===== src/rtl/pem_pkg.sv =====
// Shared types and constants for the Prewitt edge magnitude core.
package pem_pkg;
  localparam int unsigned PixW  = 10;
  localparam int unsigned GradW = 13;
  localparam int unsigned MagW  = 11;
  localparam int unsigned CwW   = 11;
  localparam int unsigned ChW   = 13;
  localparam int unsigned SqW   = 23;
  localparam int unsigned RootW = 12;

  localparam logic CfgWidth  = 1'b0;
  localparam logic CfgHeight = 1'b1;

  typedef struct packed {
    logic signed [GradW-1:0] gx;
    logic signed [GradW-1:0] gy;
    logic                    last;
  } grad_t;

  typedef struct packed {
    logic [GradW-1:0] row_gradient;
    logic [GradW-1:0] column_gradient;
    logic [MagW-1:0]  edge_magnitude;
    logic             last_of_frame;
  } result_t;
endpackage


===== src/rtl/pem_out_fifo.sv =====
// Output queue holding finished results until they are popped.
module pem_out_fifo #(
  parameter int unsigned Depth = 32
) (
  input  logic             clk_i,
  input  logic             rst_ni,
  input  logic             push_i,
  input  pem_pkg::result_t data_i,
  input  logic             pop_i,
  output logic             empty_o,
  output logic [$clog2(Depth+1)-1:0] count_o,
  output pem_pkg::result_t data_o
);
  import pem_pkg::*;
  localparam int unsigned AW = $clog2(Depth);
  result_t       mem_q [Depth];
  logic [AW-1:0] wp_q, rp_q;
  logic [AW:0]   cnt_q;

  always_ff @(posedge clk_i) begin
    if (push_i) mem_q[wp_q] <= data_i;
  end

  always_ff @(posedge clk_i or negedge rst_ni) begin
    if (!rst_ni) begin
      wp_q  <= '0;
      rp_q  <= '0;
      cnt_q <= '0;
    end else begin
      if (push_i) wp_q <= wp_q + 1'b1;
      if (pop_i) rp_q <= rp_q + 1'b1;
      cnt_q <= cnt_q + (AW+1)'(push_i) - (AW+1)'(pop_i);
    end
  end

  assign empty_o = (cnt_q == '0);
  assign count_o = cnt_q;
  assign data_o  = mem_q[rp_q];
endmodule

===== config.mk =====
export PLATFORM = sky130hd
export DESIGN_NAME = pem_out_fifo
export DESIGN_NICKNAME = d
export VERILOG_FILES = /design/src/rtl/pem_pkg.sv /design/src/rtl/pem_out_fifo.sv
export SDC_FILE = /design/constraint.sdc
export NUM_CORES = 1
export LEC_CHECK = 0
export ABC_AREA = 1
export BUFFER_PORTS_ARGS = -buffer_cell sky130_fd_sc_hd__buf_2
export CAP_MARGIN = 20
export CORE_ASPECT_RATIO = 1.5
export CORE_MARGIN = 1
export CORE_UTILIZATION = 55
export DETAILED_ROUTE_END_ITERATION = 16
export PLACE_DENSITY = 0.71
export SLEW_MARGIN = 20
export SYNTH_ARGS = -nofsm -noshare
export SYNTH_HDL_FRONTEND = slang
export SYNTH_SLANG_ARGS = --single-unit

===== constraint.sdc =====
create_clock -name clk_i -period 12.9 [get_ports clk_i]
set_clock_uncertainty 0.2 [all_clocks]
set_input_delay 1.935 -clock clk_i [delete_from_list [all_inputs] [get_ports clk_i]]
set_output_delay 1.935 -clock clk_i [all_outputs]
set_load 0.03 [all_outputs]

---- Word-level counts from Yosys, hierarchy flattened ----
Memories as Yosys holds them, arrays and structs flattened.
Cells that the tools add are included.
storage, ports and cells
  flip-flop bits (word level) ............. 16
  bits in latches ......................... 0
  RAM bits ................................ 1,216
  memory bits (read-only) ................. 0
  input bits .............................. 42
  output and inout bits ................... 45
  logic and storage cells ................. 11
  memories kept ........................... 1
memory list
  name   depth  width  read ports  clocked after Yosys merged registers in  wr ports  line                RTL
  mem_q  32     38     1           0                                        1         pem_out_fifo.sv:16  result_t mem_q [Depth];
cells by class
  add/subtract/negate cells ............... 4
  multipliers ............................. 0
  divide/modulo/power cells ............... 0
  $lt $le $gt $ge ......................... 0
  equal/unequal tests ..................... 0
  shift-type cells ........................ 0
  mux-type cells .......................... 2
  bitwise operators ....................... 0
  reductions and logical operators ........ 1
operators by type and width
  cell                                                            count
  5-bit by 1-bit adder with 5-bit output (second input constant)  2
  6-bit by 1-bit adder with 6-bit output                          1
  6-bit zero test                                                 1
  6-bit by 1-bit subtractor with 6-bit output                     1
  1-bit 2-to-1 mux                                                2

---- Logic depth before layout (Yosys ltp) ----
  depth after elaboration ................. 2
  depth in mapped cells ................... 13
  depth with buffers taken out ............ 11

---- Least setup slack after synthesis ----
Ideal clock, no wire load.
  kind .................................... input to register
  start point ............................. input port push_i
  end point ............................... memory mem_q[31][0] (netlist bit), enable pin
  setup time .............................. 0.481 ns
  arrival ................................. 5.188 ns
  data required time ...................... 12.219 ns
  slack ................................... 7.032 ns
  cell stages on the path ................. 5
  path buffers ............................ 1
  cell sequence ........................... clkbuf_1 -> nand2_1 -> nor2_1 -> inv_1 -> nor3_1
between the ends
  word-level cells in the longest chain between the ends .. 2
ends and longest elaborated chain
  what                                    line                RTL
  start: declaration                      pem_out_fifo.sv:7   input logic push_i,
  1-bit 2-to-1 mux                        pem_out_fifo.sv:21  if (push_i) mem_q[wp_q] <= data_i;
  1-bit 2-to-1 mux (implied by the code)  pem_out_fifo.sv:21
  end: declaration                        pem_out_fifo.sv:16
Every way passes these cells.

==> impl_results.md <==
* Avg Cell Area, Syn at 10.8 um^2
* GPL Wtd Cong at 0.798
* Worst flop-to-flop path endpoint: rp_q[2]$_DFFE_PN0P_
* Outcome: complete, no violations
* Cts hold-fix bufs at 0
* Post-synthesis xor/xnor area fraction at 0.169%
* Slowest-stage cell, CP: buf_4
* # Post-CTS Setup Buffers at 0
* H-tree Lvls at 3
* Clk slew on worst S/H paths at 0.06 ns
* Root Driver: clkbuf_16
* Synthesized area at 51900 um^2
* Max stage delay on crit path at 0.89 ns
* Adder-Cell Fraction of Synth Area at 0.352%
* Min cycle time layout at 7.30 ns
* CTS tree: done
* Rel. slew slack at 21.1%
* Clk sinks at 1232
* Routed WL at 134 mm
* All-layer global routing usage at 28.4%
* Critical path fanouts, max at 50
* CP Class: flop to output pin
* Crit end category: output pin
* Pins Over Slew Limit at 0
* Register area share after synthesis at 71.2%
* Simple-Gate Fraction of Synth Area at 20.1%
* Worst r2r path cells at 4
* HPWL Detailed at 66.6 mm
* Overall power at 12.4 mW
* HP Class: flop to flop
* Initial Util at 55.6%
* Largest family of logic cells by synthesized area: simple AND/OR/NAND/NOR gates
* CTS max path bufs at 3
* Vias in the first global route at 32700
* CP startpoint kind: flop
* Post-route cell area at 57000 um^2
* Synth area leaders: edfxtp_1, nand2_1, nand3_1
* Drt first-iter violations at 3854
* CTS Buf Count at 111
* Final net count at 4862
* Post-synthesis mux area share at 0%
* Setup_tns at 0 ns
* Die area at 95600 um^2
* Antenna violations before repair at 1
* Leak at 23.0 nW
* Final hold vios at 0
* Hold_ws at 0.366 ns
* Average routed wire per standard cell at 21.9 um
* Ant diodes at 0
* IO Pins at 87
* Reg2reg start: rp_q[2]$_DFFE_PN0P_
* Worst EP arrival at 5.17 ns
* Core ar. at 93200 um^2
* Hold Path Sink: wp_q[0]$_DFFE_PN0P_
* Non-Filler Instances at 6149
* Die H at 378 um
* RSZ-0062 raised after global routing: false
* IO Port Bufs at 86
* Syn Nets at 4856
* Synth unique cells at 23
* Area delta synth->final at 9.88%
* Router iterations before antenna repair at 6
* Max VDD drop at 0.000170 V
* Clock Latency Late Sink at 0.73 ns
* Total number of vias at 34400
* Required time of the critical path at 10.76 ns
* CTS resizes at 0
* Hold-critical path depth at 1
* Top Family by Delay on Critical Path: buffers and inverters
* Via-to-Cell Ratio at 5.59
* Area fraction in compound gates after synthesis at 1.36%
* Synth Instances at 4800
* Maxcap violations at 0
* Share of layout cells above drive strength 1 at 7.15%
* Cell area after placement at 53500 um^2
* Die Width at 253 um
* Final setup violation count at 0
* Rows at 137
* Top cell type's share of synthesized area at 70.4%
* Dpl cells at 5943
* Largest net degree at the start of global routing at 244
* Critical path, cell by cell: buf_4 -> inv_4 -> nand2_4 -> buf_4 -> a21oi_1 -> nor2_1 -> nand2_1 -> nand2_1 -> inv_1 -> buf_2
* DRC Markers at 0
* Warning count from the yosys run at 0
* #FFs+latches synth at 1232
* Max frequency at 137 MHz
* Power Density at 218 nW/um^2
* Global route overflow at 0
* Detail Route Antenna Nets at 0
* Leading area contributor after synthesis: edfxtp_1
* Hold Crit Start: wp_q[0]$_DFFE_PN0P_
* Global-route wire length before repair at 199 mm
* CP Buf/Inv Count at 5
* Slew @ Worst Pin at 1.18 ns
* Reg2reg setup slack at 9.42 ns
* Fin crit share at 56.6%
[flip-flops by register name, summed over array words and instances, names as in the netlist]
name / flops
mem_q: 1216
rp_q: 5
wp_q: 5
count_o: 6
[power breakdown]
group	switching [mW]	internal, mW	total (mW)
combinational	3.24	1.14	4.38
sequential	0.174	4.66	4.83
clock	1.45	1.78	3.22
[cell usage after synthesis]
master and instances:
nand2_1 1691, edfxtp_1 1216, nand3_1 727, inv_1 630
buf_2 138, nor2_1 112, clkbuf_1 80, a21oi_1 78
o211ai_1 39, buf_1 24, dfrtp_1 16, ha_1 13
buf_4 10, xor2_1 8, inv_2 4, nand4_1 3
nor3_1 3, o21ai_0 2, xnor2_1 2, a21o_1 1
a31oi_1 1, buf_6 1, fa_1 1
[worst reg2reg max path, stage by stage (launching register included)]
cell and delay (ns):
dfrtp_4 0.79, buf_4 0.89, inv_4 0.55, buf_4 0.57, xor2_1 0.32
[per-layer routing]
metal / vias to the layer above / part of all wire, % / track usage, % / wire [um]
met5: - / 0.010 / 0 / 14
met4: 2 / 3.9 / 11.9 / 5270
met3: 331 / 8.0 / 4.00 / 10700
met2: 1612 / 50 / 48.9 / 67300
met1: 16600 / 38 / 36.0 / 51100
li1: 15800 / - / - / -
[area by class of cell]
type | count | area, um^2
clock inverters | 64 | 543
clock buffers | 141 | 2950
inverters | 634 | 2400
well taps | 1251 | 1570
multi-input cells | 2681 | 11700
repair buffers | 146 | 962
fillers | 7150 | 36200
flip-flops and latches | 1232 | 36900
[cell usage in the layout, fill, tap and decap left out, types with 2 or more instances in the layout]
cell type | Yosys | routed
inv_1 | 630 | 627
nor3_2 | 0 | 2
ha_1 | 13 | 13
xnor2_1 | 2 | 2
clkbuf_1 | 80 | 25
buf_4 | 10 | 54
inv_4 | 0 | 2
dfrtp_1 | 16 | 12
clkbuf_16 | 0 | 112
inv_2 | 4 | 2
clkbuf_8 | 0 | 4
bufinv_16 | 0 | 8
clkinv_1 | 0 | 19
inv_6 | 0 | 4
edfxtp_1 | 1216 | 1216
clkinvlp_4 | 0 | 2
nand3_1 | 727 | 727
nand2_1 | 1691 | 1690
xor2_1 | 8 | 8
clkinv_2 | 0 | 29
nor2_1 | 112 | 83
inv_8 | 0 | 2
buf_2 | 138 | 86
dfrtp_4 | 0 | 3
clkinv_8 | 0 | 2
nand4_1 | 3 | 3
buf_16 | 0 | 2
a21oi_1 | 78 | 78
nor2_4 | 0 | 29
o21ai_0 | 2 | 2
buf_12 | 0 | 3
o211ai_1 | 39 | 39
[through the flow]
step	utilization [%]	setup WS, ns
after floorplan	-	7.03
final	61.1	5.60
after detailed placement	57.3	6.34
after CTS	61.1	5.54
after global routing	61.1	5.35
after global placement	57.3	6.29
[how the worst max path moves through the flow]
stage | from | end | slack (ns) | cells after the start
after floorplan | push_i | mem_q[31][0]$_DFFE_PP_ | 7.03 | 5
after global placement | rp_q[0]$_DFFE_PN0P_ | data_o[17] | 6.29 | 12
after detailed placement | rp_q[0]$_DFFE_PN0P_ | data_o[17] | 6.34 | 12
after CTS | rp_q[0]$_DFFE_PN0P_ | data_o[17] | 5.54 | 12
after global routing | rp_q[0]$_DFFE_PN0P_ | data_o[23] | 5.35 | 12
final | rp_q[2]$_DFFE_PN0P_ | data_o[21] | 5.60 | 10
[cells by family after synthesis]
kind of cell | Yosys count
simple gates | 2536
flops | 1232
buf+inv | 887
compound gates | 121
fa+ha+maj | 14
xor+xnor | 10
Note: power is estimated with default switching activity, not from simulation.
