===== src/rtl/pem_pkg.sv =====
// Shared types and constants for the Prewitt edge magnitude core.
package pem_pkg;
  localparam int unsigned PixW  = 10;
  localparam int unsigned GradW = 13;
  localparam int unsigned MagW  = 11;
  localparam int unsigned CwW   = 11;
  localparam int unsigned ChW   = 13;
  localparam int unsigned SqW   = 23;
  localparam int unsigned RootW = 12;

  localparam logic CfgWidth  = 1'b0;
  localparam logic CfgHeight = 1'b1;

  typedef struct packed {
    logic signed [GradW-1:0] gx;
    logic signed [GradW-1:0] gy;
    logic                    last;
  } grad_t;

  typedef struct packed {
    logic [GradW-1:0] row_gradient;
    logic [GradW-1:0] column_gradient;
    logic [MagW-1:0]  edge_magnitude;
    logic             last_of_frame;
  } result_t;
endpackage


===== src/rtl/pem_back.sv =====
// Back end: magnitude by a pipelined square root and divide by three.
module pem_back (
  input  logic             clk_i,
  input  logic             rst_ni,
  input  logic             valid_i,
  input  pem_pkg::grad_t   grad_i,
  output logic             valid_o,
  output pem_pkg::result_t res_o
);
  import pem_pkg::*;
  localparam int unsigned Steps = RootW;

  logic             sq_v_q;
  logic [SqW-1:0]   sq_q;
  grad_t            sq_g_q;
  logic             v_q [Steps+1];
  logic [SqW-1:0]   rem_q [Steps+1];
  logic [RootW-1:0] root_q [Steps+1];
  grad_t            g_q [Steps+1];
  logic             out_v_q;
  result_t          out_q;

  always_ff @(posedge clk_i or negedge rst_ni) begin
    if (!rst_ni) begin
      sq_v_q  <= 1'b0;
      out_v_q <= 1'b0;
      for (int i = 0; i <= Steps; i++) v_q[i] <= 1'b0;
    end else begin
      sq_v_q <= valid_i;
      v_q[0] <= sq_v_q;
      for (int i = 1; i <= Steps; i++) v_q[i] <= v_q[i-1];
      out_v_q <= v_q[Steps];
    end
  end

  always_ff @(posedge clk_i) begin
    sq_q   <= SqW'(grad_i.gx * grad_i.gx) + SqW'(grad_i.gy * grad_i.gy);
    sq_g_q <= grad_i;
    rem_q[0]  <= sq_q;
    root_q[0] <= '0;
    g_q[0]    <= sq_g_q;
    for (int i = 0; i < Steps; i++) begin
      logic [SqW+1:0] trial;
      logic [SqW+1:0] remw;
      remw  = {2'b0, rem_q[i]} >> (2 * (Steps - 1 - i));
      trial = {root_q[i], 2'b01};
      if (remw >= trial) begin
        rem_q[i+1]  <= rem_q[i] - SqW'(trial << (2 * (Steps - 1 - i)));
        root_q[i+1] <= {root_q[i][RootW-2:0], 1'b1};
      end else begin
        rem_q[i+1]  <= rem_q[i];
        root_q[i+1] <= {root_q[i][RootW-2:0], 1'b0};
      end
      g_q[i+1] <= g_q[i];
    end
    out_q.row_gradient    <= g_q[Steps].gx;
    out_q.column_gradient <= g_q[Steps].gy;
    out_q.edge_magnitude  <= MagW'((26'(root_q[Steps]) * 26'd5462) >> 14);
    out_q.last_of_frame   <= g_q[Steps].last;
  end

  assign valid_o = out_v_q;
  assign res_o   = out_q;
endmodule


===== config.mk =====
export PLATFORM = sky130hd
export DESIGN_NAME = pem_back
export DESIGN_NICKNAME = d
export VERILOG_FILES = /design/src/rtl/pem_pkg.sv /design/src/rtl/pem_back.sv
export SDC_FILE = /design/constraint.sdc
export NUM_CORES = 2
export LEC_CHECK = 0
export BUFFER_PORTS_ARGS = -buffer_cell sky130_fd_sc_hd__buf_2
export CAP_MARGIN = 20
export CORE_UTILIZATION = 57
export DETAILED_ROUTE_END_ITERATION = 8
export PLACE_DENSITY = 0.78
export SETUP_SLACK_MARGIN = 0.15
export SLEW_MARGIN = 15
export SYNTH_ARGS = -nofsm -noshare
export SYNTH_HDL_FRONTEND = slang
export SYNTH_SLANG_ARGS = --single-unit
export TNS_END_PERCENT = 10

===== constraint.sdc =====
create_clock -name clk_i -period 4.5 [get_ports clk_i]
set_input_delay 0.225 -clock clk_i [delete_from_list [all_inputs] [get_ports clk_i]]
set_output_delay 0.225 -clock clk_i [all_outputs]
set_load 0.03 [all_outputs]

After elaboration in Yosys (flattened, before gate mapping)
Memory sizes are Yosys's and may differ from the RTL's. A register that Yosys moved wholly into a read port is not among the register bits.
Index checks and enable logic that the tools add are counted.
W data, S select, Z words.
{"block": "op_classes", "add_sub_neg": 13, "mul": 3, "div": 0, "magnitude_cmp": 12, "n_eq_ne": 0, "shift": 0, "mux": 60, "n_bitwise": 24, "reduce_logical": 0}
{"cell": "$mux W23", "n": 12}
{"cell": "$mux W12", "n": 12}
{"cell": "$sub A23 B23 Y23", "n": 6}
{"cell": "$mul A13 B13 Y23", "n": 2}
{"cell": "$mux W1", "n": 36}
{"cell": "$mul A12 B12 Y24 const B", "n": 1}
{"cell": "$or A1 B1 Y1", "n": 24}
{"cell": "$add A23 B23 Y23", "n": 1}
{"cell": "$ge A23 B14 Y1", "n": 1}
{"cell": "$sub A23 B14 Y23", "n": 1}
{"cell": "$sub A23 B16 Y23", "n": 1}
{"cell": "$sub A23 B18 Y23", "n": 1}
{"cell": "$sub A23 B20 Y23", "n": 1}
{"cell": "$sub A23 B22 Y23", "n": 1}
{"cell": "$sub A23 B23 Y23 const B", "n": 1}
{"cell": "$ge A21 B14 Y1", "n": 1}
{"cell": "$ge A19 B14 Y1", "n": 1}
{"cell": "$ge A17 B14 Y1", "n": 1}
{"cell": "$ge A15 B14 Y1", "n": 1}
{"cell": "$ge A1 B14 Y1", "n": 1}
{"cell": "$ge A11 B14 Y1", "n": 1}
{"cell": "$ge A13 B14 Y1", "n": 1}
{"cell": "$ge A3 B14 Y1", "n": 1}
{"cell": "$ge A5 B14 Y1", "n": 1}
{"cell": "2 further kinds", "n": 2}
{"block": "word_totals", "reg_bits": 76, "latch_bits": 0, "ramBits": 806, "romBits": 0, "input_bits": 30, "output_inout_bits": 39, "memories": 3}
{"memory": "g_q", "words": 13, "word_bits": 27, "rd": 13, "rd_clocked_by_memory_dff": 1, "wr": 13, "line": "pem_back.sv:19", "text": "grad_t g_q [Steps+1];"}
{"memory": "rem_q", "words": 13, "word_bits": 23, "rd": 12, "rd_clocked_by_memory_dff": 0, "wr": 13, "line": "pem_back.sv:17", "text": "logic [SqW-1:0] rem_q [Steps+1];"}
{"memory": "root_q", "words": 13, "word_bits": 12, "rd": 13, "rd_clocked_by_memory_dff": 0, "wr": 13, "line": "pem_back.sv:18", "text": "logic [RootW-1:0] root_q [Steps+1];"}

Longest topological paths before layout
An unclocked memory read counts as a cell.
{"block": "logic_depth", "word_depth": 5, "depth_mapped": 27, "mapped_depth_nobuf": 25}

Worst setup path after synthesis
OpenSTA, ideal clock, no wires.
{"block": "synth_path", "path_type": "in2reg", "start": "input grad_i[2] in the netlist's numbering", "end": "register sq_q[22]", "setup_ns": 0.121, "t_arrival_ns": 6.510, "required_ns": 4.379, "setup_slack_ns": -2.130, "cell_stages": 22, "n_path_buf": 2, "cell_sequence": "clkbuf_1 -> clkbuf_1 -> nand2_1 -> fa_1 -> fa_1 -> inv_1 -> fa_1 -> fa_1 -> fa_1 -> fa_1 -> inv_1 -> fa_1 -> inv_1 -> ha_1 -> o21a_1 -> o21a_1 -> o22a_1 -> a41oi_1 -> a21oi_1 -> o41ai_1 -> o21ai_0 -> xnor2_1"}
{"block": "synth_between", "elab_chain_len": 2}
{"element": "start, declared", "line": "pem_back.sv:6", "text": "input pem_pkg::grad_t grad_i,"}
{"element": "$mul A13 B13 Y23", "line": "pem_back.sv:37", "text": "sq_q <= SqW'(grad_i.gx * grad_i.gx) + SqW'(grad_i.gy * grad_i.gy);"}
{"element": "$add A23 B23 Y23", "line": "pem_back.sv:37"}
{"element": "end signal, assigned", "line": "pem_back.sv:37"}
{"element": "end, declared", "line": "pem_back.sv:14", "text": "logic [SqW-1:0] sq_q;"}
Every way passes these cells.

Worst setup path in the final report
{"block": "layout_path", "start": "input grad_i[3] in the netlist's numbering", "end": "register sq_q[21]"}
Same word-level chain as after synthesis.

==> results.py <==
metrics = {
    "run_status": {
        "status": "finished with violations",
        "violations": "design-rule violations, negative setup slack",
    },
    "clock_network": {
        "clockBufferDepth": 3,
        "cts_tree": "built",
        "htree_levels": 3,
        "clkSlewWorstSetupHoldPaths_ns": 0.06,
        "insertion_delay_ns": 0.62,
        "numCtsBuffers": 77,
        "cts_sinks": 807,
        "cts_root_buffer": "clkbuf_16",
    },
    "setup_path": {
        "startpoint_type": "input port",
        "crit_required_ns": 5.01,
        "arrival_ns": 5.99,
        "crit_path_end_kind": "flop",
        "cp_max_fo": 6,
        "critPathKind": "in -> reg",
    },
    "placement": {
        "portBuffers": 68,
        "gp_congestion": 0.9042,
        "dp_hpwl_um": 47510,
        "place_ws_ns": -1.752,
        "dp_cells": 3980,
    },
    "grt": {
        "track_usage_pct": 21.88,
        "grt_first_pass_wirelength_um": 106400,
        "grt_max_degree": 24,
        "antenna_found_initial": 1,
        "grt_pass1_vias": 22920,
        "overflow": 0,
    },
    "detailed_routing": {
        "vias_per_cell": 4.937,
        "vias": 20480,
        "drt-initial-drc-count": 720,
        "wl_um": 63570,
        "first_pass_iters": 9,
        "routedWlPerCell_um": 15.33,
        "drc_errors": 2,
        "ant_nets": 0,
    },
    "job": {
        "drv_cap": 0,
    },
    "logic_synthesis": {
        "yosysMostFrequentCell": "dfxtp_1",
        "seq_area_frac_synth_pct": 47.15,
        "synthesis.nets": 3620,
        "ys_warn_count": 0,
        "synth_cells": 2982,
        "synth_top_area_share_pct": 46.06,
        "synth_area_leaders": "dfxtp_1 46%, fa_1 20%, ha_1 9.8%",
        "ys_ff_latch": 807,
        "synthArstFlopShare_pct": 1.859,
        "synth_ff_type": "dfxtp_1",
        "avgSynthCellArea_um2": 11.54,
        "synth.distinct_cells": 66,
        "synth_top_area_cell": "dfxtp_1",
        "synth_area_mm2": 0.03443,
        "synthTopCellsByCount": "792 x dfxtp_1, 609 x inv_1, 338 x fa_1",
        "synth_edf_count": 0,
    },
    "die": {
        "ioPinCount": 69,
        "core_mm2": 0.05935,
        "die_width_um": 247.8,
        "die_h_um": 247.8,
        "start_util_pct": 58.00,
        "die_area_mm2": 0.06138,
        "rows": 89,
    },
    "cells_and_area": {
        "fillers": 4139,
        "layout-drive-gt1-share_pct": 16.42,
        "post-route-util_pct": 68.52,
        "layout.nets": 3956,
        "syn_to_final_growth_pct": 18.14,
        "layout.cells.non_filler": 4148,
    },
    "sta": {
        "setup_viol": 15,
        "period_share_pct": 121.8,
        "timing.final.hold_violations": 0,
        "max_freq_mhz": 182.4,
        "max_slew_margin_pct": 40.30,
        "whs_ns": 0.04595,
        "final.setup_skew_ns": 0.01437,
        "worstMarginPinSlew_ns": 0.8842,
        "period_minus_slack_ns": 5.482,
        "rsz0062_at_grt": "true",
        "slew_violations": 0,
        "fin_ws_ns": -0.9821,
    },
    "hold_path": {
        "hold_path.class": "in -> async",
    },
}
==> routing by layer <==
metal  GRT usage (%)  part of all wire, %
met2           40.37                   53
met4           11.35                  4.4
met1           23.78                   39
met5               0                    0
met3           3.958                  4.2
==> worst paths after layout <==
check / slack (ns) / start / depth (start not counted) / endpoint
max: -0.98 / grad_i[3] / 24 / sq_q[21]
min: 0.05 / rst_ni / 2 / v_q[8]
max reg2reg: -0.02 / root_q[12][1] / 17 / res_o[10]
min reg2reg: 0.31 / g_q[8][14] / 0 / g_q[9][14]
max in group asynchronous: 4.20 / rst_ni / 2 / v_q[4]
min in group clk_i: 0.05 / grad_i[23] / 3 / sq_g_q[23]
==> cell type report <==
| cell class | instances | area (um^2) | area share, % |
|---|---|---|---|
| antenna | 1 | 2.502 | 0.006153 |
| clock buffer | 99 | 2205 | 5.421 |
| clock inverter | 36 | 364.1 | 0.8952 |
| inverter | 611 | 2301 | 5.657 |
| multi-input combinational | 1520 | 16240 | 39.93 |
| sequential | 807 | 16230 | 39.91 |
| tap | 773 | 967.2 | 2.378 |
| timing repair buffer | 301 | 2361 | 5.805 |
==> placed cells by master (no fill, tap or decap), types with 11 or more instances in the layout <==
| cell | count |
|---|---|
| fa_1 | 325 |
| buf_4 | 206 |
| xnor2_1 | 99 |
| dfxtp_1 | 792 |
| a21o_1 | 19 |
| and2_4 | 14 |
| nor2_1 | 91 |
| o21a_1 | 28 |
| nand3_1 | 30 |
| a21oi_1 | 62 |
| ha_4 | 13 |
| ha_1 | 256 |
| or3_1 | 11 |
| nor2b_1 | 25 |
| dlygate4sd3_1 | 23 |
| dfrtp_1 | 15 |
| mux2_2 | 15 |
| nand2b_1 | 21 |
| buf_2 | 44 |
| o21ai_0 | 51 |
| nor4_1 | 11 |
| inv_1 | 590 |
| inv_2 | 18 |
| clkbuf_8 | 11 |
| nor3_1 | 35 |
| fa_2 | 13 |
| and2_1 | 71 |
| nand4_1 | 12 |
| xor2_1 | 34 |
| clkinv_2 | 19 |
| clkbuf_16 | 81 |
| buf_6 | 17 |
| nand2_1 | 129 |
==> logic make-up after synthesis <==
| group | synth area share [%] |
|---|---|
| simple gates | 7.571 |
| buf+inv | 7.200 |
| compound gates | 4.398 |
| xor+xnor | 3.536 |
| mux | 0.6796 |
| fa+ha+maj | 29.47 |
| flops | 47.15 |
==> registers in the layout, summed over array words and instances (netlist names) <==
name and count:
g_q 351, rem_q 275, root_q 78, res_o 38, sq_g_q 27, sq_q 23
v_q 13, sq_v_q 1, valid_o 1
==> worst max-delay path, cell delays in order <==
cell,delay [ns]
buf_12,0.11
and2_4,0.16
fa_1,0.49
inv_1,0.05
fa_1,0.49
inv_2,0.04
fa_2,0.53
inv_2,0.04
fa_2,0.52
inv_2,0.04
fa_2,0.52
inv_2,0.04
fa_2,0.54
fa_2,0.45
inv_2,0.08
ha_4,0.20
nand4_1,0.09
nand3_2,0.11
o2111ai_4,0.25
a311oi_2,0.15
o21a_1,0.23
o21a_1,0.21
o41ai_2,0.32
xnor2_1,0.11
==> through the flow <==
stage                     setup TNS (ns)  instance area, um^2
final                             -7.920                40670
after global routing              -10.90                40670
after CTS                         -7.131                40450
after detailed placement          -21.61                37350
after global placement            -20.30                37350
after floorplan                   -13.35                34820
==> repair_timing <==
action | in CTS | in global routing
pin swaps | 60 | 25
setup buffers | 1 | 8
gates resized for setup | 82 | 38
hold buffers | 23 | 0
endpoints found under the setup margin | 25 | 25
endpoints found under the hold margin | 37 | 0
Power is left out: the tool's default activity adds up to more than one toggle a clock period on the data nets, which glitch-free logic cannot reach.
