**config.mk**
```make
export PLATFORM = sky130hd
export DESIGN_NAME = pem_queue
export DESIGN_NICKNAME = d
export VERILOG_FILES = /design/src/rtl/pem_pkg.sv /design/src/rtl/pem_queue.sv
export SDC_FILE = /design/constraint.sdc
export NUM_CORES = 1
export LEC_CHECK = 0
export BUFFER_PORTS_ARGS = -buffer_cell sky130_fd_sc_hd__buf_2
export CAP_MARGIN = 30
export CORE_ASPECT_RATIO = 2
export CORE_MARGIN = 3
export CORE_UTILIZATION = 60
export CTS_BUF_LIST = sky130_fd_sc_hd__clkbuf_4
export DETAILED_ROUTE_END_ITERATION = 16
export HOLD_SLACK_MARGIN = 0.15
export PLACE_DENSITY = 0.79
export SLEW_MARGIN = 20
export SYNTH_ARGS = -nofsm -noshare
export SYNTH_HDL_FRONTEND = slang
export SYNTH_SLANG_ARGS = --single-unit
```
**constraint.sdc**
```tcl
create_clock -name clk_i -period 4.3 [get_ports clk_i]
set_input_delay 0.215 -clock clk_i [delete_from_list [all_inputs] [get_ports clk_i]]
set_output_delay 0.215 -clock clk_i [all_outputs]
set_load 0.05 [all_outputs]
```
**src/rtl/pem_pkg.sv**
```systemverilog
// Shared types and constants for the Prewitt edge magnitude core.
package pem_pkg;
  localparam int unsigned PixW  = 10;
  localparam int unsigned GradW = 13;
  localparam int unsigned MagW  = 11;
  localparam int unsigned CwW   = 11;
  localparam int unsigned ChW   = 13;
  localparam int unsigned SqW   = 23;
  localparam int unsigned RootW = 12;

  localparam logic CfgWidth  = 1'b0;
  localparam logic CfgHeight = 1'b1;

  typedef struct packed {
    logic signed [GradW-1:0] gx;
    logic signed [GradW-1:0] gy;
    logic                    last;
  } grad_t;

  typedef struct packed {
    logic [GradW-1:0] row_gradient;
    logic [GradW-1:0] column_gradient;
    logic [MagW-1:0]  edge_magnitude;
    logic             last_of_frame;
  } result_t;
endpackage

```
**src/rtl/pem_queue.sv**
```systemverilog
// Small queue of gradient records between the front and back ends.
module pem_queue #(
  parameter int unsigned Depth = 4
) (
  input  logic           clk_i,
  input  logic           rst_ni,
  input  logic           push_i,
  input  pem_pkg::grad_t data_i,
  output logic [$clog2(Depth+1)-1:0] count_o,
  input  logic           pop_i,
  output logic           empty_o,
  output pem_pkg::grad_t data_o
);
  import pem_pkg::*;
  localparam int unsigned AW = $clog2(Depth);
  grad_t            mem_q [Depth];
  logic [AW-1:0]    wp_q, rp_q;
  logic [AW:0]      cnt_q;

  always_ff @(posedge clk_i) begin
    if (push_i) mem_q[wp_q] <= data_i;
  end

  always_ff @(posedge clk_i or negedge rst_ni) begin
    if (!rst_ni) begin
      wp_q  <= '0;
      rp_q  <= '0;
      cnt_q <= '0;
    end else begin
      if (push_i) wp_q <= (32'(wp_q) == Depth - 1) ? '0 : wp_q + 1'b1;
      if (pop_i) rp_q <= (32'(rp_q) == Depth - 1) ? '0 : rp_q + 1'b1;
      cnt_q <= cnt_q + (AW+1)'(push_i) - (AW+1)'(pop_i);
    end
  end

  assign empty_o = (cnt_q == '0);
  assign data_o  = mem_q[rp_q];
  assign count_o = cnt_q;
endmodule

```
Word level (Yosys, flattened, before mapping)
Memory sizes are Yosys's and may differ from the RTL's.
Cells that the tools add are included.

storage, ports and cells
  logic and storage cells = 15
  memories kept = 1
  output and inout port bits = 31
  bits in writable memories = 108
  register bits = 7
  bits of input ports = 31

memories
  memory  words  width  rd ports  clocked after memory_dff  write ports  RTL line         text
  mem_q   4      27     1         0                         1            pem_queue.sv:16  grad_t mem_q [Depth];

operators by class
  $add $sub $neg = 4
  muxes and demuxes = 4
  equal/unequal tests = 2
  reductions and logical operators = 1

operators by type and width
  kind                                         count
  adder 2 x 1 -> 2 bit, second input constant  2
  == test 2 bit, second input constant         2
  two-way mux 2 bit                            2
  adder 3 x 1 -> 3 bit                         1
  logical NOT 3 bit                            1
  subtractor 3 x 1 -> 3 bit                    1
  two-way mux 1 bit                            2

Longest topological paths before layout
Gate-level depths: netlist of the first run.

  word-level depth = 2
  gate-level depth with buffers = 8
  gate-level depth less buffers = 8

Worst setup path after synthesis of the first run
Ideal clock, no wire load.

  path kind = reg2reg
  start point = reg cnt_q[0], in the netlist count_o[0]
  end point = reg cnt_q[2], in the netlist count_o[2]
  data required time = 4.156 ns
  setup slack = 2.307 ns
  path buffers = 0
  cell stages (with the launch flop) = 9
  period minus slack after synthesis = 1.993 ns
  setup time = 0.144 ns
  data arrival time = 1.849 ns
  path through = dfrtp_1 -> inv_1 -> ha_1 -> inv_1 -> ha_1 -> inv_1 -> fa_1 -> xnor2_1 -> xnor2_1

between the ends
  longest elaborated chain between the ends = 2

RTL lines
  what                       RTL line         text
  from (decl)                pem_queue.sv:18  logic [AW:0] cnt_q;
  from (signal assigned)     pem_queue.sv:32  cnt_q <= cnt_q + (AW+1)'(push_i) - (AW+1)'(pop_i);
  adder 3 x 1 -> 3 bit       pem_queue.sv:32
  subtractor 3 x 1 -> 3 bit  pem_queue.sv:32

Every way passes these cells.
A chain may end at the register's enable or synchronous reset.

==> results of run 1 <==
-- routing by layer --
layer	up-vias	part of all wire [%]	global-route usage [%]
li1	961	-	-
met1	1079	37	22.8
met2	64	57	34.4
met3	16	4.9	9.01
met4	0	1.9	7.43
met5	-	0	0
-- how the worst min path moves through the flow --
stage                     slack [ps]           end        from  cells past startpoint
after CTS                        400   mem_q[0][9]   data_i[9]                      2
after floorplan                  -80    count_o[0]      rst_ni                      0
after global routing             410  mem_q[3][19]  data_i[19]                      2
final                            470   mem_q[0][9]   data_i[9]                      2
after global placement            60    count_o[0]      rst_ni                      1
after detailed placement          60       wp_q[1]      rst_ni                      1
-- what timing repair did --
item / in CTS / in global routing
hold buffers: 31 / 0
endpoints found under the setup margin: 0 / 0
endpoints found under the hold margin: 122 / 0
-- cell families (layout without fill, tap and decap cells) --
family,after synthesis,in the layout,share of synthesized area (%)
flops,115,115,79.3
mux,29,29,14.7
simple gates,8,8,1.07
buf+inv,12,135,1.77
compound gates,2,2,0.232
fa+ha+maj,8,8,2.50
xor+xnor,2,2,0.406
-- placed cells by master, fill, tap and decap left out --
cell type / n
sky130_fd_sc_hd__xnor2_1: 2
sky130_fd_sc_hd__nor2_1: 1
sky130_fd_sc_hd__or3b_2: 1
sky130_fd_sc_hd__ha_1: 7
sky130_fd_sc_hd__dfrtp_1: 6
sky130_fd_sc_hd__clkinv_2: 3
sky130_fd_sc_hd__mux2_2: 2
sky130_fd_sc_hd__dlygate4sd3_1: 31
sky130_fd_sc_hd__inv_1: 6
sky130_fd_sc_hd__mux4_2: 26
sky130_fd_sc_hd__clkinv_1: 3
sky130_fd_sc_hd__clkbuf_4: 23
sky130_fd_sc_hd__and2_1: 4
sky130_fd_sc_hd__buf_2: 61
sky130_fd_sc_hd__bufinv_16: 2
sky130_fd_sc_hd__buf_4: 5
sky130_fd_sc_hd__dfrtp_2: 1
sky130_fd_sc_hd__nand2_1: 1
sky130_fd_sc_hd__fa_1: 1
sky130_fd_sc_hd__o21ai_0: 2
sky130_fd_sc_hd__buf_12: 1
sky130_fd_sc_hd__mux4_1: 1
sky130_fd_sc_hd__edfxtp_1: 108
sky130_fd_sc_hd__nor3_1: 1
-- synthesized netlist by cell type --
library cell	n	area, µm²
sky130_fd_sc_hd__fa_1	1	20.0
sky130_fd_sc_hd__buf_6	1	11.3
sky130_fd_sc_hd__ha_1	7	87.6
sky130_fd_sc_hd__edfxtp_1	108	3240
sky130_fd_sc_hd__or3b_2	1	8.76
sky130_fd_sc_hd__and2_1	4	25.0
sky130_fd_sc_hd__nor3_1	1	5.00
sky130_fd_sc_hd__buf_2	3	15.0
sky130_fd_sc_hd__inv_1	6	22.5
sky130_fd_sc_hd__buf_12	1	20.0
sky130_fd_sc_hd__mux2_2	2	22.5
sky130_fd_sc_hd__nor2_1	1	3.75
sky130_fd_sc_hd__o21ai_0	2	10.0
sky130_fd_sc_hd__nand2_1	1	3.75
sky130_fd_sc_hd__mux4_2	26	586
sky130_fd_sc_hd__xnor2_1	2	17.5
sky130_fd_sc_hd__buf_4	1	7.51
sky130_fd_sc_hd__dfrtp_1	7	175
sky130_fd_sc_hd__mux4_1	1	26.3
-- metrics by stage --
stage                     area, µm²  utilization [%]
after CTS                      5280             76.1
after detailed placement       4710             67.9
after floorplan                4310                -
after global routing           5300             76.4
after global placement         4710             67.9
final                          5300             76.4
-- power groups by stage --
stage | Sequential [mW] | Combinational (mW) | Clock (mW)
after floorplan | 1.57 | 1.20 | 0
after global placement | 1.62 | 1.42 | 0
after detailed placement | 1.63 | 1.43 | 0
after CTS | 1.61 | 1.46 | 0.730
after global routing | 1.57 | 1.61 | 0.781
final | 1.55 | 1.51 | 0.706
-- worst max-delay path: stages (launching register included) --
cell	delay, ps
sky130_fd_sc_hd__dfrtp_1	680
sky130_fd_sc_hd__buf_4	370
sky130_fd_sc_hd__mux4_2	360
sky130_fd_sc_hd__buf_2	230
-- state kept, by name (all words and copies together), names as in the netlist --
signal,cells
rp_q,2
count_o,3
wp_q,2
mem_q,108
-- final cells by class --
cell class                 instances  area (µm²)
sequential                       115        3420
fill                             380        1640
multi-input combinational         49         816
timing repair buffer              98         673
clock buffer                      23         173
tap                               90         113
clock inverter                     8        86.3
inverter                           6        22.5
==> metrics.log, run 1 <==
[metrics] Seq pwr share: 41.1%
[metrics] wire length per cell: between 15 and 20 µm
[metrics] placeable core region: 0.00694 mm²
[metrics] total detailed-routing wirelength: 7.18 mm
[metrics] category of the critical setup timing path: register to output port
[metrics] total instance count after detailed placement: between 300 and 400
[metrics] total of buffers placed on input and output ports: 61
[metrics] count of mapped cells out of synthesis: approximately 180
[metrics] TritonCTS clock tree: done
[metrics] power per cell area: about 710 mW/mm²
[metrics] final-report hold violation count: 0
[metrics] flop-to-flop setup slack: 2560 ps
[metrics] router iterations before antenna repair: 4
[metrics] last element of the critical path: data_o[0]
[metrics] global routing usage summed across all routing layers: 20.5%
[metrics] post-route DRC violation count: 0
[metrics] sequential share of the synthesized area: approximately four fifths
[metrics] row cnt: 43
[metrics] Final Setup Violations: 0
[metrics] part of the power in combinational logic: around two fifths
[metrics] number of global-route vias before repair: between 2000 and 2500
[metrics] worst hold slack across all endpoints: approximately 470 ps
[metrics] launching element type of the critical path: register
[metrics] Remaining Overflow, GRT: 0
[metrics] CP Data Required Time: slightly above 4000 ps
[metrics] Final #Nets: around 330
[metrics] launch point of the critical path: rp_q[1]
[metrics] effective utilization at floorplan: around 62%
[metrics] post-CTS sizing: 0
[metrics] IR Drop Worst-Case VDD: 0.584 mV
[metrics] number of pins with negative max-slew slack in the final report: 0
[metrics] Vias per Instance: between 5 and 6
[metrics] count of pins on the block boundary: just over 60
[metrics] synthesized net count: approximately 220
[metrics] CP Data Arrival Time: roughly 2100 ps
[metrics] final worst setup slack: between 1500 and 2000 ps
[metrics] post-synthesis instance area: between 0.004 and 0.005 mm²
[metrics] die area: slightly above 0.008 mm²
[metrics] final cycle utilization of the critical path: 54.8%
[metrics] Clk pwr share: 18.7%
[metrics] final std cells w/o fill: about 390
[metrics] layout cell share with drive strength beyond 1: about two fifths
[metrics] maximum operating frequency: 0.424 GHz
[metrics] post-synthesis to final-layout area growth: 23.0%
[metrics] relative max-transition margin: approximately 65%
[metrics] post-route clock skew: 10.4 ps
[metrics] buffer cell driving the clock tree root: sky130_fd_sc_hd__clkbuf_4
[metrics] RSZ-0062 raised after global routing: false
[metrics] result of the run: complete, no violations
[metrics] total vias in the final route: approximately 2100
[metrics] RR Startpoint: count_o[0]
[metrics] Reg2Reg Depth: 8
[metrics] max-cap check violation count: 0
[metrics] Psw: roughly 1.5 mW
[metrics] initial antenna violation count: 0
[metrics] path category of the worst min-delay check: primary input to register
[metrics] wire length of the first global-routing pass: ~12 mm
[metrics] deepest level of the CTS H-tree: 4
[metrics] routability congestion estimate from global placement: about 0.7
[metrics] clock latency on the worst-skew pair: 490 ps
[metrics] final period demand of the worst path: roughly 2400 ps
[metrics] crit path max fanout: 18
[metrics] clk buf depth: 2
[metrics] Setup TNS Final: 0 ps
[metrics] vertical extent of the die: between 100 and 150 µm
[metrics] mean post-synth cell area: 24.5 µm²
[metrics] setup slack at placement: 2180 ps
[metrics] number of buffers added by the clock tree synthesis step: 17
[metrics] endpoint type of the worst setup path: output port
[metrics] CTS clock-pin slew for the worst setup and hold paths: roughly 90 ps
[metrics] DRT iter0 DRCs: 94
[metrics] number of distinct library cells after synthesis: 19
[metrics] cell internal pwr: about 2.3 mW
[metrics] Tightest Pin Transition: roughly 520 ps
[metrics] final total power: between 3 and 4 mW
[metrics] Post-CTS Repair Setup Buffers: 0
[metrics] Reg-to-Reg End: count_o[2]
[metrics] post-detailed-placement half-perimeter wirelength: 4.46 mm
[metrics] switching fraction of total power: between 30 and 40%
[metrics] Yosys warnings: 0
[metrics] #FFs+latches synth: ~120
[metrics] Antenna diodes: 0
[metrics] x dimension of the die: approximately 66 µm
[metrics] number of routed nets with antenna violations: 0
[metrics] maximum number of pins on one net before global-route repair: 31
[metrics] Sink Count: approximately 120
[metrics] leakage dissipation: approximately 1.9 nW
No activity file was read; power rests on OpenSTA's default activity.
==> inputs of run 2 (changes only) <==
CORE_UTILIZATION = 53   (was 60)
PLACE_DENSITY = 0.74   (was 0.79)
clock period = 2 ns   (was 4.3 ns; I/O delays follow)
==> run 2 against run 1 <==
Cell count grew 2.3%; highest routed layer unchanged; design area increased by 4.0%; register-to-register slack got worse by 2300 ps; die area rose by 12%.
==> metrics.log, run 2 (synthesis results as in run 1) <==
[metrics] result of the run: complete, no violations
[metrics] relative max-transition margin: between 70% and 80%
[metrics] Final #Nets: between 300 and 400
[metrics] Sink Count: approximately 120
[metrics] total instance count after detailed placement: around 330
[metrics] number of global-route vias before repair: approximately 2400
[metrics] total detailed-routing wirelength: about 7.4 mm
[metrics] final std cells w/o fill: approximately 400
[metrics] count of pins on the block boundary: 62
[metrics] wire length per cell: between 15 and 20 µm
[metrics] leakage dissipation: 2.00 nW
[metrics] row cnt: 45
[metrics] x dimension of the die: between 60 and 70 µm
[metrics] launching element type of the critical path: register
[metrics] RSZ-0062 raised after global routing: true
[metrics] buffer cell driving the clock tree root: sky130_fd_sc_hd__clkbuf_4
[metrics] final period demand of the worst path: between 1500 and 2000 ps
[metrics] final-report hold violation count: 0
[metrics] CP Data Arrival Time: 1860 ps
[metrics] number of pins with negative max-slew slack in the final report: 0
[metrics] post-route DRC violation count: 0
[metrics] IR Drop Worst-Case VDD: roughly 1.0 mV
[metrics] commonest cells after routing, fill and taps aside: 108 x sky130_fd_sc_hd__edfxtp_1, 37 x sky130_fd_sc_hd__buf_2, 31 x sky130_fd_sc_hd__dlygate4sd3_1
[metrics] largest reg by FF count: mem_q
[metrics] footprint of the flip-flops and latches: ~0.0034 mm²
[metrics] area of the multi-input gates: slightly above 800 µm²
[metrics] effective utilization at floorplan: between 50% and 60%
[metrics] routability congestion estimate from global placement: between 0.6 and 0.7
[metrics] initial antenna violation count: 0
[metrics] number of buffers added by the clock tree synthesis step: 17
[metrics] final total power: just under 9 mW
[metrics] endpoint type of the worst setup path: output port
[metrics] Antenna diodes: 0
[metrics] CP Data Required Time: between 1500 and 2000 ps
[metrics] wire length of the first global-routing pass: between 10 and 15 mm
[metrics] total of buffers placed on input and output ports: a little over 60
[metrics] filler cell count in the final layout: 464
[metrics] die area: ~0.0093 mm²
[metrics] Remaining Overflow, GRT: 0
[metrics] placeable core region: around 0.0078 mm²
[metrics] deepest level of the CTS H-tree: 4
[metrics] number of routed nets with antenna violations: 0
[metrics] max-cap check violation count: 0
[metrics] end-of-flow core utilization: between 70 and 80%
[metrics] CTS clock-pin slew for the worst setup and hold paths: roughly 100 ps
[metrics] maximum number of pins on one net before global-route repair: 28
[metrics] TritonCTS clock tree: done
[metrics] crit path max fanout: 7
[metrics] max reg flops: roughly 110
[metrics] category of the critical setup timing path: register to output port
[metrics] maximum operating frequency: approximately 0.51 GHz
[metrics] post-detailed-placement half-perimeter wirelength: ~4.5 mm
[metrics] post-route clock skew: around 6.4 ps
[metrics] Vias per Instance: approximately 5.4
[metrics] Setup TNS Final: 0 ps
[metrics] most common cell after layout, fill and taps aside: sky130_fd_sc_hd__edfxtp_1
[metrics] DRT iter0 DRCs: 130
[metrics] clock latency on the worst-skew pair: between 400 and 500 ps
[metrics] path category of the worst min-delay check: primary input to register
[metrics] layout cell share with drive strength beyond 1: 43.4%
[metrics] router iterations before antenna repair: 4
[metrics] clk buf depth: 2
[metrics] vertical extent of the die: 134 µm
[metrics] global routing usage summed across all routing layers: 17.7%
[metrics] power per cell area: around 1600 mW/mm²
[metrics] post-synthesis to final-layout area growth: 28.0%
[metrics] Tightest Pin Transition: a little over 400 ps
[metrics] total vias in the final route: roughly 2100
[metrics] Final Setup Violations: 0
[metrics] final cycle utilization of the critical path: roughly 98%
run 2: changes by cell type in the layout (fill, tap and decap cells not counted):
cell,before,now
sky130_fd_sc_hd__clkinv_2,3,6
sky130_fd_sc_hd__clkbuf_4,23,18
sky130_fd_sc_hd__dfrtp_4,0,1
sky130_fd_sc_hd__clkinvlp_4,0,2
sky130_fd_sc_hd__mux4_1,1,0
sky130_fd_sc_hd__dfrtp_2,1,0
sky130_fd_sc_hd__mux4_2,26,27
sky130_fd_sc_hd__buf_12,1,3
sky130_fd_sc_hd__buf_4,5,14
sky130_fd_sc_hd__clkinv_1,3,2
sky130_fd_sc_hd__buf_2,61,37
sky130_fd_sc_hd__buf_6,0,18
sky130_fd_sc_hd__bufinv_16,2,3
run 2: final timing paths:
| path | cells past startpoint | slack [ps] | end | startpoint |
|---|---|---|---|---|
| setup / recovery | 3 | 40 | data_o[12] | rp_q[0] |
| hold / removal | 2 | 370 | mem_q[0][26] | data_i[26] |
| setup reg to reg | 8 | 300 | count_o[2] | count_o[0] |
| hold reg to reg | 1 | 570 | count_o[2] | count_o[1] |
| max in group asynchronous | 3 | 1130 | rp_q[0] | rst_ni |
| min in group asynchronous | 3 | 580 | rp_q[0] | rst_ni |
run 2: cell type report:
class | instances | area share (%)
inverters | 6 | 0.408
well taps | 94 | 2.13
repair buffers | 103 | 15.7
flip-flops and latches | 115 | 62.0
multi-input cells | 49 | 14.7
clock inverters | 13 | 2.59
clock buffers | 18 | 2.45
run 2: critical path: stages (launching register included):
cell and delay (ps):
sky130_fd_sc_hd__dfrtp_4 480, sky130_fd_sc_hd__buf_6 170, sky130_fd_sc_hd__mux4_2 520, sky130_fd_sc_hd__buf_4 210
run 2: power by group:
group	switching (mW)	total [mW]	internal, mW
sequential	0.155	3.26	3.11
clock	0.763	1.61	0.852
combinational	2.36	3.84	1.48
run 2: routing by layer:
metal	global-route usage [%]	share of wire [%]	up-vias
li1	-	-	967
met1	20.1	36	1096
met2	30.6	57	65
met3	5.82	4.9	8
met4	6.93	1.2	0
met5	0	0	-
run 2: metrics by stage:
| step | worst slack (ps) | instance area [µm²] | hold slack (ps) |
|---|---|---|---|
| floorplan | 6.61 | 4310 | -196 |
| finish | 35.3 | 5520 | 366 |
| global placement | 314 | 4780 | -54.5 |
| CTS | -18.0 | 5490 | 320 |
| detailed placement | 282 | 4780 | -50.0 |
| global route | -66.9 | 5520 | 325 |
run 2: what timing repair did:
| item | CTS | global route |
|---|---|---|
| resized for setup | 36 | 12 |
| hold buffers | 31 | 0 |
| setup endpoints to repair | 26 | 25 |
| buffers inserted | 3 | 0 |
| hold endpoints to repair | 121 | 0 |
